<file path="config.mk">
export PLATFORM = sky130hd
export DESIGN_NAME = uart_tx_rx_ring_buffers
export DESIGN_NICKNAME = d
export VERILOG_FILES = /design/src/hdl/urb_pkg.sv /design/src/hdl/urb_front.sv /design/src/hdl/urb_back.sv /design/src/hdl/uart_tx_rx_ring_buffers.sv
export SDC_FILE = /design/constraint.sdc
export NUM_CORES = 2
export LEC_CHECK = 0
export ABC_AREA = 1
export BUFFER_PORTS_ARGS = -buffer_cell sky130_fd_sc_hd__buf_2
export CAP_MARGIN = 20
export CORE_MARGIN = 5
export CORE_UTILIZATION = 53
export CTS_BUF_LIST = sky130_fd_sc_hd__clkbuf_8
export DETAILED_ROUTE_END_ITERATION = 10
export GPL_TIMING_DRIVEN = 0
export HOLD_SLACK_MARGIN = 0.15
export PLACE_DENSITY = 0.66
export REMOVE_ABC_BUFFERS = 1
export SYNTH_ARGS = -nofsm -noshare
export SYNTH_HDL_FRONTEND = slang
export SYNTH_MEMORY_MAX_BITS = 65536
export SYNTH_SLANG_ARGS = --single-unit
</file>
<file path="constraint.sdc">
create_clock -name clk_i -period 13.5 [get_ports clk_i]
set_input_delay 0 -clock clk_i [delete_from_list [all_inputs] [get_ports clk_i]]
set_output_delay 0 -clock clk_i [all_outputs]
set_load 0.05 [all_outputs]
</file>
<file path="src/hdl/urb_pkg.sv">
// ----------------------------------------------------------------------------
// urb_pkg
// Shared constants, codes and types of the UART transmit/receive ring buffers.
// ----------------------------------------------------------------------------
`timescale 1ns / 1ps

package urb_pkg;

  // Ring depths, both powers of two
  localparam int unsigned SEND_DEPTH    = 256;
  localparam int unsigned RECEIVE_DEPTH = 256;
  localparam int unsigned MAX_READ_ROOM = 64;

  localparam int unsigned SEND_IDX_W    = $clog2(SEND_DEPTH);
  localparam int unsigned SEND_PTR_W    = SEND_IDX_W + 1;
  localparam int unsigned RECEIVE_IDX_W = $clog2(RECEIVE_DEPTH);
  localparam int unsigned RECEIVE_PTR_W = RECEIVE_IDX_W + 1;

  // Free-slot compare is done at the wider of pointer and length widths
  localparam int unsigned LEN_W      = 8;
  localparam int unsigned SEND_CMP_W = (SEND_PTR_W > LEN_W) ? SEND_PTR_W : LEN_W;

  localparam int unsigned ROOM_W  = 7;
  localparam int unsigned COUNT_W = 6;

  localparam logic [7:0] TERM_RESET = 8'h0A;

  // Opcodes
  localparam logic [1:0] OP_SEND_BYTE = 2'd0;
  localparam logic [1:0] OP_TX_READY  = 2'd1;
  localparam logic [1:0] OP_RX_BYTE   = 2'd2;
  localparam logic [1:0] OP_LINE_READ = 2'd3;

  // Result kinds
  localparam logic [2:0] KIND_OUTCOME    = 3'd0;
  localparam logic [2:0] KIND_TX_BYTE    = 3'd1;
  localparam logic [2:0] KIND_DISARMED   = 3'd2;
  localparam logic [2:0] KIND_LINE_BYTE  = 3'd3;
  localparam logic [2:0] KIND_EMPTY_LINE = 3'd4;

  // Configuration register index (taken from the word address)
  localparam logic REG_LINE_TERM = 1'b0;

  typedef logic [SEND_PTR_W-1:0]    tx_ptr_t;
  typedef logic [RECEIVE_PTR_W-1:0] rx_ptr_t;
  typedef logic [SEND_CMP_W-1:0]    tx_cmp_t;

  // Classified request passed from front to back
  typedef struct packed {
    logic [1:0]         op;
    logic [7:0]         data;
    logic               first;
    logic [LEN_W-1:0]   len;
    logic [COUNT_W-1:0] limit;    // saturated room minus one
    logic               no_room;  // room of 0 or 1
  } cmd_t;

  typedef struct packed {
    logic [2:0]         kind;
    logic [7:0]         data;
    logic               accepted;
    logic [COUNT_W-1:0] count;
    logic               last;
  } result_t;

endpackage

</file>
<file path="src/hdl/urb_front.sv">
// ----------------------------------------------------------------------------
// urb_front
// Accepts requests, saturates the read room and queues them for the back end.
// ----------------------------------------------------------------------------
`timescale 1ns / 1ps

module urb_front (
  input  logic                             clk_i,
  input  logic                             rst_ni,
  input  logic                             push_i,
  output logic                             full_o,
  input  logic [1:0]                       opcode_i,
  input  logic [7:0]                       data_in_i,
  input  logic                             first_of_block_i,
  input  logic [urb_pkg::LEN_W-1:0]        block_length_i,
  input  logic [urb_pkg::ROOM_W-1:0]       read_room_i,
  output logic                             cmd_valid_o,
  output urb_pkg::cmd_t                    cmd_o,
  input  logic                             cmd_pop_i
);

  urb_pkg::cmd_t             slot_q [2];
  logic                      wr_ptr_q, rd_ptr_q;
  logic [1:0]                count_q;
  urb_pkg::cmd_t             cmd_new;
  logic [urb_pkg::ROOM_W-1:0] room_sat;
  logic                      do_push, do_pop;

  always_comb begin
    if (read_room_i > urb_pkg::ROOM_W'(urb_pkg::MAX_READ_ROOM)) begin
      room_sat = urb_pkg::ROOM_W'(urb_pkg::MAX_READ_ROOM);
    end else begin
      room_sat = read_room_i;
    end
    cmd_new.op      = opcode_i;
    cmd_new.data    = data_in_i;
    cmd_new.first   = first_of_block_i;
    cmd_new.len     = block_length_i;
    cmd_new.limit   = urb_pkg::COUNT_W'(room_sat - urb_pkg::ROOM_W'(1));
    cmd_new.no_room = (room_sat <= urb_pkg::ROOM_W'(1));
  end

  assign full_o      = (count_q == 2'd2);
  assign do_push     = push_i && !full_o;
  assign cmd_valid_o = (count_q != 2'd0);
  assign do_pop      = cmd_pop_i && cmd_valid_o;
  assign cmd_o       = slot_q[rd_ptr_q];

  always_ff @(posedge clk_i) begin
    if (do_push) begin
      slot_q[wr_ptr_q] <= cmd_new;
    end
  end

  always_ff @(posedge clk_i or negedge rst_ni) begin
    if (!rst_ni) begin
      wr_ptr_q <= 1'b0;
      rd_ptr_q <= 1'b0;
      count_q  <= 2'd0;
    end else begin
      if (do_push) begin
        wr_ptr_q <= ~wr_ptr_q;
      end
      if (do_pop) begin
        rd_ptr_q <= ~rd_ptr_q;
      end
      case ({do_push, do_pop})
        2'b10:   count_q <= count_q + 2'd1;
        2'b01:   count_q <= count_q - 2'd1;
        default: count_q <= count_q;
      endcase
    end
  end

endmodule

</file>
<file path="src/hdl/urb_back.sv">
// ----------------------------------------------------------------------------
// urb_back
// Carries out requests on the transmit and receive rings and holds the result.
// ----------------------------------------------------------------------------
`timescale 1ns / 1ps

module urb_back (
  input  logic                       clk_i,
  input  logic                       rst_ni,
  input  logic                       cmd_valid_i,
  input  urb_pkg::cmd_t              cmd_i,
  output logic                       cmd_pop_o,
  input  logic [7:0]                 line_term_i,
  output logic                       res_valid_o,
  output urb_pkg::result_t           res_o,
  input  logic                       res_pop_i
);

  localparam logic [1:0] ST_IDLE = 2'd0;
  localparam logic [1:0] ST_SEND = 2'd1;
  localparam logic [1:0] ST_LINE = 2'd2;

  logic [7:0] tx_mem [urb_pkg::SEND_DEPTH];
  logic [7:0] rx_mem [urb_pkg::RECEIVE_DEPTH];

  logic [1:0]                  state_q, state_d;
  urb_pkg::tx_ptr_t            tx_rptr_q, tx_rptr_d, tx_wptr_q, tx_wptr_d;
  urb_pkg::rx_ptr_t            rx_rptr_q, rx_rptr_d, rx_wptr_q, rx_wptr_d;
  logic                        armed_q, armed_d, admitted_q, admitted_d;
  logic [urb_pkg::LEN_W-1:0]   remain_q, remain_d;
  logic [urb_pkg::COUNT_W-1:0] n_q, n_d, limit_q, limit_d;
  logic [7:0]                  tx_rd_q, rx_rd_q;
  urb_pkg::result_t            out_q, out_d;
  logic                        out_valid_q, out_valid_d;

  logic                        out_free, take, emit, stop;
  urb_pkg::result_t            res;
  logic                        tx_we, tx_re, rx_we, rx_re;
  urb_pkg::tx_ptr_t            tx_used, tx_free;
  urb_pkg::rx_ptr_t            rx_used;

  assign tx_used  = tx_wptr_q - tx_rptr_q;
  assign tx_free  = urb_pkg::tx_ptr_t'(urb_pkg::SEND_DEPTH) - tx_used;
  assign rx_used  = rx_wptr_q - rx_rptr_q;
  assign out_free = !out_valid_q || res_pop_i;
  assign take     = (state_q == ST_IDLE) && cmd_valid_i && out_free;
  assign cmd_pop_o = take;

  // stop test on the byte just read; pointer already moved past it
  assign stop = (rx_rd_q == line_term_i) || (rx_rptr_q == rx_wptr_q) || (n_q >= limit_q);

  always_comb begin
    state_d    = state_q;
    tx_rptr_d  = tx_rptr_q;
    tx_wptr_d  = tx_wptr_q;
    rx_rptr_d  = rx_rptr_q;
    rx_wptr_d  = rx_wptr_q;
    armed_d    = armed_q;
    admitted_d = admitted_q;
    remain_d   = remain_q;
    n_d        = n_q;
    limit_d    = limit_q;
    tx_we      = 1'b0;
    tx_re      = 1'b0;
    rx_we      = 1'b0;
    rx_re      = 1'b0;
    emit       = 1'b0;
    res        = '0;
    res.last   = 1'b1;

    unique case (state_q)
      ST_IDLE: begin
        if (take) begin
          unique case (cmd_i.op)
            urb_pkg::OP_SEND_BYTE: begin
              emit     = 1'b1;
              res.kind = urb_pkg::KIND_OUTCOME;
              if (cmd_i.first) begin
                admitted_d = 1'b0;
                remain_d   = '0;
                if (cmd_i.len == '0) begin
                  armed_d      = 1'b1;
                  res.accepted = 1'b1;
                end else if (urb_pkg::tx_cmp_t'(tx_free) >= urb_pkg::tx_cmp_t'(cmd_i.len)) begin
                  tx_we        = 1'b1;
                  res.accepted = 1'b1;
                  remain_d     = cmd_i.len - urb_pkg::LEN_W'(1);
                  if (cmd_i.len == urb_pkg::LEN_W'(1)) begin
                    armed_d = 1'b1;
                  end else begin
                    admitted_d = 1'b1;
                  end
                end
              end else if (admitted_q) begin
                tx_we        = 1'b1;
                res.accepted = 1'b1;
                remain_d     = remain_q - urb_pkg::LEN_W'(1);
                if (remain_q == urb_pkg::LEN_W'(1)) begin
                  admitted_d = 1'b0;
                  armed_d    = 1'b1;
                end
              end
              if (tx_we) begin
                tx_wptr_d = tx_wptr_q + urb_pkg::tx_ptr_t'(1);
              end
            end
            urb_pkg::OP_TX_READY: begin
              if (armed_q) begin
                if (tx_used == '0) begin
                  armed_d  = 1'b0;
                  emit     = 1'b1;
                  res.kind = urb_pkg::KIND_DISARMED;
                end else begin
                  tx_re     = 1'b1;
                  tx_rptr_d = tx_rptr_q + urb_pkg::tx_ptr_t'(1);
                  state_d   = ST_SEND;
                end
              end
            end
            urb_pkg::OP_RX_BYTE: begin
              emit     = 1'b1;
              res.kind = urb_pkg::KIND_OUTCOME;
              if (rx_used != urb_pkg::rx_ptr_t'(urb_pkg::RECEIVE_DEPTH)) begin
                rx_we        = 1'b1;
                rx_wptr_d    = rx_wptr_q + urb_pkg::rx_ptr_t'(1);
                res.accepted = 1'b1;
              end
            end
            urb_pkg::OP_LINE_READ: begin
              if (cmd_i.no_room || (rx_used == '0)) begin
                emit     = 1'b1;
                res.kind = urb_pkg::KIND_EMPTY_LINE;
              end else begin
                rx_re     = 1'b1;
                rx_rptr_d = rx_rptr_q + urb_pkg::rx_ptr_t'(1);
                n_d       = urb_pkg::COUNT_W'(1);
                limit_d   = cmd_i.limit;
                state_d   = ST_LINE;
              end
            end
            default: begin
            end
          endcase
        end
      end
      ST_SEND: begin
        if (out_free) begin
          emit     = 1'b1;
          res.kind = urb_pkg::KIND_TX_BYTE;
          res.data = tx_rd_q;
          state_d  = ST_IDLE;
        end
      end
      ST_LINE: begin
        if (out_free) begin
          emit     = 1'b1;
          res.kind = urb_pkg::KIND_LINE_BYTE;
          res.data = rx_rd_q;
          res.last = stop;
          res.count = stop ? n_q : '0;
          if (stop) begin
            state_d = ST_IDLE;
          end else begin
            // fetch the next byte while this one goes out
            rx_re     = 1'b1;
            rx_rptr_d = rx_rptr_q + urb_pkg::rx_ptr_t'(1);
            n_d       = n_q + urb_pkg::COUNT_W'(1);
          end
        end
      end
      default: begin
        state_d = ST_IDLE;
      end
    endcase

    out_d       = out_q;
    out_valid_d = out_valid_q && !res_pop_i;
    if (emit) begin
      out_d       = res;
      out_valid_d = 1'b1;
    end
  end

  assign res_valid_o = out_valid_q;
  assign res_o       = out_q;

  always_ff @(posedge clk_i) begin
    if (tx_we) begin
      tx_mem[tx_wptr_q[urb_pkg::SEND_IDX_W-1:0]] <= cmd_i.data;
    end
    if (tx_re) begin
      tx_rd_q <= tx_mem[tx_rptr_q[urb_pkg::SEND_IDX_W-1:0]];
    end
  end

  always_ff @(posedge clk_i) begin
    if (rx_we) begin
      rx_mem[rx_wptr_q[urb_pkg::RECEIVE_IDX_W-1:0]] <= cmd_i.data;
    end
    if (rx_re) begin
      rx_rd_q <= rx_mem[rx_rptr_q[urb_pkg::RECEIVE_IDX_W-1:0]];
    end
  end

  always_ff @(posedge clk_i) begin
    out_q   <= out_d;
    limit_q <= limit_d;
  end

  always_ff @(posedge clk_i or negedge rst_ni) begin
    if (!rst_ni) begin
      state_q     <= ST_IDLE;
      tx_rptr_q   <= '0;
      tx_wptr_q   <= '0;
      rx_rptr_q   <= '0;
      rx_wptr_q   <= '0;
      armed_q     <= 1'b0;
      admitted_q  <= 1'b0;
      remain_q    <= '0;
      n_q         <= '0;
      out_valid_q <= 1'b0;
    end else begin
      state_q     <= state_d;
      tx_rptr_q   <= tx_rptr_d;
      tx_wptr_q   <= tx_wptr_d;
      rx_rptr_q   <= rx_rptr_d;
      rx_wptr_q   <= rx_wptr_d;
      armed_q     <= armed_d;
      admitted_q  <= admitted_d;
      remain_q    <= remain_d;
      n_q         <= n_d;
      out_valid_q <= out_valid_d;
    end
  end

endmodule

</file>
<file path="src/hdl/uart_tx_rx_ring_buffers.sv">
// ----------------------------------------------------------------------------
// uart_tx_rx_ring_buffers
// Transmit and receive byte rings with block admission and line reads.
// ----------------------------------------------------------------------------
//  channel   direction  handshake          payload
//  request   in         push / full        opcode, data_in, first_of_block,
//                                          block_length, read_room
//  result    out        empty / pop        result_kind, data_out, accepted,
//                                          line_count, last
//  config    in         APB psel/penable   line_terminator at byte address 0
//
//  A taken request has its results registered into the output slot; a transmitter
//  byte first passes the registered ring read. A line read, after its ring read,
//  gives one byte per cycle while the output slot is free or being popped.
//  A two-entry request queue lets requests arrive while a result waits.
//  Reset empties both rings, disarms the transmitter and sets the terminator
//  to newline; ring contents are not cleared.
// ----------------------------------------------------------------------------
`timescale 1ns / 1ps

module uart_tx_rx_ring_buffers (
  input  logic                       clk_i,
  input  logic                       rst_ni,
  input  logic                       push,
  output logic                       full,
  input  logic [1:0]                 opcode_i,
  input  logic [7:0]                 data_in_i,
  input  logic                       first_of_block_i,
  input  logic [urb_pkg::LEN_W-1:0]  block_length_i,
  input  logic [urb_pkg::ROOM_W-1:0] read_room_i,
  output logic                       empty,
  input  logic                       pop,
  output logic [2:0]                 result_kind_o,
  output logic [7:0]                 data_out_o,
  output logic                       accepted_o,
  output logic [urb_pkg::COUNT_W-1:0] line_count_o,
  output logic                       last_o,
  input  logic                       psel,
  input  logic                       penable,
  input  logic                       pwrite,
  input  logic [2:0]                 paddr,
  input  logic [31:0]                pwdata,
  output logic [31:0]                prdata,
  output logic                       pready
);

  logic             cmd_valid, cmd_pop, res_valid;
  urb_pkg::cmd_t    cmd;
  urb_pkg::result_t res;
  logic [7:0]       term_q;

  assign pready = 1'b1;
  assign prdata = (paddr[2] == urb_pkg::REG_LINE_TERM) ? {24'd0, term_q} : 32'd0;

  always_ff @(posedge clk_i or negedge rst_ni) begin
    if (!rst_ni) begin
      term_q <= urb_pkg::TERM_RESET;
    end else if (psel && penable && pwrite && pready
                 && (paddr[2] == urb_pkg::REG_LINE_TERM)) begin
      term_q <= pwdata[7:0];
    end
  end

  urb_front u_front (
    .clk_i            (clk_i),
    .rst_ni           (rst_ni),
    .push_i           (push),
    .full_o           (full),
    .opcode_i         (opcode_i),
    .data_in_i        (data_in_i),
    .first_of_block_i (first_of_block_i),
    .block_length_i   (block_length_i),
    .read_room_i      (read_room_i),
    .cmd_valid_o      (cmd_valid),
    .cmd_o            (cmd),
    .cmd_pop_i        (cmd_pop)
  );

  urb_back u_back (
    .clk_i       (clk_i),
    .rst_ni      (rst_ni),
    .cmd_valid_i (cmd_valid),
    .cmd_i       (cmd),
    .cmd_pop_o   (cmd_pop),
    .line_term_i (term_q),
    .res_valid_o (res_valid),
    .res_o       (res),
    .res_pop_i   (pop)
  );

  assign empty         = !res_valid;
  assign result_kind_o = res.kind;
  assign data_out_o    = res.data;
  assign accepted_o    = res.accepted;
  assign line_count_o  = res.count;
  assign last_o        = res.last;

endmodule

</file>
Yosys cells after proc, flatten, opt, wreduce, memory -nomap -nowiden
Memory sizes are Yosys's and may differ from the RTL's. A register that Yosys moved wholly into a read port is not among the register bits.
Index checks and enable logic that the tools add are counted.
{"block": "totals", "regBits": 92, "input_bits": 68, "ramBits": 4148, "mem_count": 3}
{"block": "classes", "n_lt_le_gt_ge": 4, "n_eq_ne": 28, "n_reduce_logical": 39, "n_mux": 92, "n_addsub": 13, "bitwise_logic": 5}
{"name": "u_back.rx_mem", "depth": 256, "word_bits": 8, "read_ports": 1, "rd_ports_with_merged_regs": 1, "write_ports": 1, "line_no": "urb_back.sv:24", "rtl": "logic [7:0] rx_mem [urb_pkg::RECEIVE_DEPTH];"}
{"name": "u_back.tx_mem", "depth": 256, "word_bits": 8, "read_ports": 1, "rd_ports_with_merged_regs": 1, "write_ports": 1, "line_no": "urb_back.sv:23", "rtl": "logic [7:0] tx_mem [urb_pkg::SEND_DEPTH];"}
{"name": "u_front.slot_q", "depth": 2, "word_bits": 26, "read_ports": 1, "rd_ports_with_merged_regs": 0, "write_ports": 1, "line_no": "urb_front.sv:22", "rtl": "urb_pkg::cmd_t slot_q [2];"}
{"cell": "$mux W9", "count": 6}
{"cell": "$mux W1", "count": 50}
{"cell": "$mux W8", "count": 5}
{"cell": "$add A9 B1 Y9 const B", "count": 4}
{"cell": "$mux W6", "count": 5}
{"cell": "$logic_not A9 Y1", "count": 2}
{"cell": "$pmux W3 S3", "count": 2}
{"cell": "$pmux W9 S2", "count": 1}
{"cell": "$sub A9 B9 Y9", "count": 2}
{"cell": "$eq A8 B1 Y1 const B", "count": 2}
{"cell": "$mux W2", "count": 8}
{"cell": "$pmux W8 S2", "count": 1}
{"cell": "$reduce_and A4 Y1", "count": 4}
{"cell": "$sub A8 B1 Y8 const B", "count": 2}
{"cell": "$pmux W6 S2", "count": 1}
{"cell": "$eq A2 B2 Y1 const B", "count": 5}
{"cell": "$mux W10", "count": 1}
{"cell": "$reduce_bool A2 Y1", "count": 5}
{"cell": "$eq A9 B9 Y1", "count": 1}
{"cell": "$ge A9 B8 Y1", "count": 1}
{"cell": "$mux W3", "count": 3}
{"cell": "$ne A3 B2 Y1 const B", "count": 3}
{"cell": "$ne A3 B3 Y1 const B", "count": 3}
{"cell": "$ne A9 B9 Y1 const B", "count": 1}
{"cell": "31 further kinds", "count": 63}

Depth between registers and ports, before layout
{"block": "logic_depth", "ltp_word": 14, "depth_mapped": 26}

Hierarchy
From an unflattened synthesis, not the netlist that was laid out.
{"block": "hier_totals", "hier_cells": 14658, "hier_area_um2": 175005.3}
{"module": "urb_back", "area_per_inst_um2": 172082.5, "n_inst": 1, "cells_per_inst": 14378}
{"module": "urb_front", "area_per_inst_um2": 2307.2, "n_inst": 1, "cells_per_inst": 198}
{"module": "uart_tx_rx_ring_buffers", "area_per_inst_um2": 615.6, "n_inst": 1, "cells_per_inst": 82}

Least setup slack after synthesis
Ideal clock, no wire load.
{"block": "synth_path", "path_kind": "register to register", "from": "register u_front.rd_ptr_q", "to": "memory u_back.rx_mem[0][0], data pin", "setup_ps": 1444, "required_ps": 12056, "t_arrival_ps": 7100, "synth_period_minus_slack_ps": 8544, "stages_incl_launch_ff": 7, "slack_ps": 4956, "path_cell_list": "dfrtp_1 -> buf_6 -> inv_4 -> buf_6 -> clkbuf_1 -> nand2_1 -> nand2_1"}
{"element": "start: declaration", "line_no": "urb_front.sv:23", "rtl": "logic wr_ptr_q, rd_ptr_q;"}
{"element": "start signal: assignment", "line_no": "urb_front.sv:65", "rtl": "rd_ptr_q <= ~rd_ptr_q;"}
{"element": "end: declaration", "line_no": "urb_back.sv:24"}

Worst setup path in the final report
{"block": "layout_path", "from": "register u_back.tx_rptr_q[2]", "to": "memory u_back.tx_mem[151][6], enable pin"}
{"block": "layout_via", "elab_chain_cells": 14}
{"element": "start: declaration", "line_no": "urb_back.sv:27", "rtl": "urb_pkg::tx_ptr_t tx_rptr_q, tx_rptr_d, tx_wptr_q, tx_wptr_d;"}
{"element": "start signal: assignment", "line_no": "urb_back.sv:224", "rtl": "tx_rptr_q <= tx_rptr_d;"}
{"element": "$sub A9 B9 Y9", "line_no": "urb_back.sv:42", "rtl": "assign tx_used = tx_wptr_q - tx_rptr_q;"}
{"element": "$sub A9 B9 Y9", "line_no": "urb_back.sv:43", "rtl": "assign tx_free = urb_pkg::tx_ptr_t'(urb_pkg::SEND_DEPTH) - tx_used;"}
{"element": "$ge A9 B8 Y1", "line_no": "urb_back.sv:84", "rtl": "end else if (urb_pkg::tx_cmp_t'(tx_free) >= urb_pkg::tx_cmp_t'(cmd_i.len)) begin"}
{"element": "$mux W1", "line_no": "urb_back.sv:84"}
{"element": "$mux W1", "line_no": "urb_back.sv:81", "rtl": "if (cmd_i.len == '0) begin"}
{"element": "$mux W1", "line_no": "urb_back.sv:78", "rtl": "if (cmd_i.first) begin"}
{"element": "$mux W1", "line_no": "urb_back.sv:74", "rtl": "unique case (cmd_i.op)"}
{"element": "$mux W1", "line_no": "urb_back.sv:73", "rtl": "if (take) begin"}
{"element": "$mux W1", "line_no": "urb_back.sv:71", "rtl": "unique case (state_q)"}
{"element": "$mux W1", "line_no": "urb_back.sv:74"}
{"element": "$mux W1", "line_no": "urb_back.sv:73"}
{"element": "$mux W1", "line_no": "urb_back.sv:71"}
{"element": "$mux W1", "line_no": "urb_back.sv:188", "rtl": "if (tx_we) begin"}
{"element": "$mux W1 (implied by the code)", "line_no": "urb_back.sv:189", "rtl": "tx_mem[tx_wptr_q[urb_pkg::SEND_IDX_W-1:0]] <= cmd_i.data;"}
{"element": "end: declaration", "line_no": "urb_back.sv:23"}
No other way between the ends. The select of a mux whose other input is x is not followed.

==> summary.md <==
| Metric | Value |
|---|---|
| CTS tree | built |
| Gr busiest metal | met2 |
| ANT nets after route | 0 |
| Power Density | 216 nW/um^2 |
| Final setup fails | 0 |
| Max Clk Rate | 0.143 GHz |
| Global Route met3 Usage | 4.63% |
| Clock share of power | 23.9% |
| Psw | 16.3 mW |
| Worst reg2reg path endpoint | u_back.tx_mem[151][6] |
| Max cap viols | 0 |
| Clk_lat worst skew | 1.23 ns |
| Fin crit period | 6.98 ns |
| Final RePlAce weighted congestion | 0.821 |
| Flop pwr share | 40.6% |
| Crit path cell chain | buf_16 -> inv_6 -> buf_16 -> ha_1 -> a21oi_1 -> nand2_1 -> xnor2_1 -> nand4_1 -> nor2_1 -> nand2_1 -> xor2_1 -> inv_1 -> ha_1 -> nand2_1 -> nor2_1 -> nand3b_1 -> nand4_1 -> nand2_1 -> nand2_2 -> nand2_8 -> inv_4 -> nand3_4 -> nor2_1 |
| Initial Utilization | 53.1% |
| Worst vdd ir | 181 uV |
| Cells after synthesis | 14800 |
| Final wirelength | 474000 um |
| Worst relative slew slack | 12.9% |
| WS Path Type | register to register |
| Source of the worst hold timing path | block_length_i[2] |
| Crit-path max cell delay | 0.95 ns |
| Crit share post-route | 51.7% |
| P_int | 25.6 mW |
| Port-buffer cells | 70 |
| Finished Layout Cells | 19800 |
| Hold Slack | 0.238 ns |
| Initial DRT Pass Iterations | 7 |
| Die Y-Extent | 585 um |
| Post-CTS setup buffer count | 0 |
| CTS Buf Count | 678 |
| Fin nets | 15000 |
| Commonest cells after routing, fill and taps aside | 4189 x edfxtp_1, 3855 x nor2_1, 2042 x o21ai_0 |
| Overflow after GRT | 0 |
| Via/cell ratio | 5.79 |
| Cell Area, Synth | 175000 sq um |
| R2R Path Start | u_back.tx_rptr_q[2] |
| Share of layout cells above drive strength 1 | 7.91% |
| Fraction of registers with async set/reset | 1.57% |
| Worst-margin pin slew | 1.31 ns |
| Part of the power in combinational logic | 35.5% |
| Maximum number of buffers from clock root to sink | 4 |
| DP Cell Count | 18500 |
| Clock Tree Root | clkbuf_8 |
| Worst Reg-to-Reg Cells | 23 |
| Run status | completed |
| DR iter-0 viols | 13100 |
| P_leak | 66.5 nW |
| Initial antenna violation count | 19 |
| Area growth from synthesis to final layout | 11.0% |
| Clk slew on worst S/H paths | 0.06 ns |
| Final core utilization | 59.0% |
| Synthesis Warnings | 0 |
| Critical Path Fanout Max | 80 |
| GRT Overall Usage | 27.0% |
| Clock Skews | 0.0836 ns |
| Final setup TNS | 0 ns |
| #FFs+latches synth | 4256 |
| Synth top area share | 71.8% |
| Die footprint | 342000 sq um |
| Hpwl dp | 274000 um |
| Slack of the worst reg-to-reg path | 6.52 ns |
| Worst hold stages | 3 |
| Worst path arrival time | 7.79 ns |
| Yosys cell types | 54 |
| Top cells by area, synth | edfxtp_1 72%, nor2_1 8.3%, o21ai_0 5.8% |
| Final Hold Fails | 0 |
| Final total power | 41.9 mW |
| Core Area | 330000 sq um |
| Area leader, netlist | edfxtp_1 |
| Worst min path class | input pin to register |
| Most Frequent Cell on Critical Path | nand2_1 |
| RSZ-0062 raised after global routing | no |
| GR Layer Usage met1 | 36.4% |
| Worst setup SP type | register |
| Slowest stage cell, crit path | nor2_1 |
| DR WL/cell | 24.0 um |
| EDFF count, synth | 4189 |
| Most common cell after layout, fill and taps aside | edfxtp_1 |
| H-tree Lvls | 6 |
| Vias in the first global route | 108000 |
| Setup crit start | u_back.tx_rptr_q[2] |
| Clock sinks | 4256 |
| Critical Path Sink Type | register |
| Global-route wire length before repair | 696000 um |
| Seq/Total Area, Yosys | 72.8% |
| CP required | 14.30 ns |
| Post-synth top flop | edfxtp_1 |
| Die width | 585 um |
| Largest net degree at the start of global routing | 249 |
| Met2 Use GR | 42.9% |
| Pins Over Slew Limit | 0 |
| Final-layout fill cell count | 25800 |
| Switching Fraction | 39.0% |
| # rows | 211 |
| # DRC | 0 |
| Worst Hold Path EP | u_front.slot_q[0][9] |
| Vias | 115000 |
| Avg Cell Area, Syn | 11.8 sq um |
| I/O pin count | 122 |
power by group through the flow:
stage	Combinational, mW	Clock [mW]	Sequential (mW)
4_1_cts	14.8	10.1	17.0
3_5_place_dp	14.7	0	17.3
2_1_floorplan	9.19	0	19.4
5_1_grt	16.2	10.8	17.0
3_3_place_gp	12.1	0	20.6
6_report	14.9	10.0	17.0
worst max-delay path: cells and delay by family (launching register included):
family	cells	cell delay [ns]
compound gates	1	0.16
xor+xnor	2	0.44
fa+ha+maj	2	0.70
buf+inv	5	1.45
flops	1	0.70
simple gates	13	2.86
flip-flops by register name (all words and copies together) (netlist names), 6 cells and up:
register          flops
u_front.slot_q       52
u_back.n_q            6
u_back.tx_mem      2048
u_back.tx_rptr_q      9
u_back.res_o         19
u_back.tx_rd_q        8
u_back.limit_q        6
u_back.rx_rptr_q      9
u_back.rx_rd_q        8
term_q                8
u_back.tx_wptr_q      9
u_back.remain_q       8
u_back.rx_wptr_q      9
u_back.rx_mem      2048
cells in the mapped netlist, drive strengths merged, types with 18 or more instances:
cell type,count
a21oi,258
buf,551
clkbuf,418
dfrtp,65
edfxtp,4189
ha,55
inv,325
nand2,1528
nand3,667
nand4,20
nor2,3931
o211ai,441
o21ai,2085
o22ai,96
or2,18
xnor2,20
xor2,45
worst max path at each step:
stage / slack [ns] / end
after global routing: 6.29 / u_back.tx_mem[151][2]
after detailed placement: 6.70 / u_back.tx_mem[39][0]
after floorplan: -34.31 / u_back.rx_rd_q[0]
after CTS: 6.67 / u_back.tx_mem[39][7]
after global placement: -116.57 / u_back.rx_rd_q[6]
final: 6.52 / u_back.tx_mem[151][6]
logic make-up (layout without fill, tap and decap cells):
group	Yosys count	in the layout	synth area share, %
multiplexers	11	11	0.0628
AND/OR/NAND/NOR	6188	6188	14.1
buffers and inverters	1300	1892	3.30
XOR/XNOR	65	65	0.325
other	2	35	0.00429
adder cells (fa/ha/maj)	56	56	0.404
flip-flops	4256	4256	72.8
AO/OA/AOI/OAI	2912	2912	9.08
final cells by class:
class / instances / area [sq um] / share of cell area [%]
inverters: 331 / 1330 / 0.682
repair buffers: 357 / 5890 / 3.03
multi-input cells: 9257 / 42200 / 21.7
flip-flops and latches: 4256 / 128000 / 65.6
diodes: 10 / 25.0 / 0.0129
well taps: 4366 / 5460 / 2.81
clock buffers: 696 / 9580 / 4.93
clock inverters: 508 / 2510 / 1.29
metal layers:
metal	up-vias	part of all wire (%)	wire, um
li1	52500	-	-
met1	55800	39	185000
met2	5163	47	223000
met3	1046	8.4	40000
met4	2	5.5	26000
met5	-	0.0027	13
through the flow:
| stage | instance area, sq um | worst slack [ns] |
|---|---|---|
| floorplan | 171000 | -34.31 |
| global placement | 177000 | -116.57 |
| detailed placement | 181000 | 6.70 |
| CTS | 194000 | 6.67 |
| global route | 194000 | 6.29 |
| finish | 194000 | 6.52 |
timing repair:
item	4_1_cts	5_1_grt
hold buffers	114	0
resized for setup	0	0
hold endpoints to repair	207	0
Note: power is estimated with default switching activity, not from simulation.
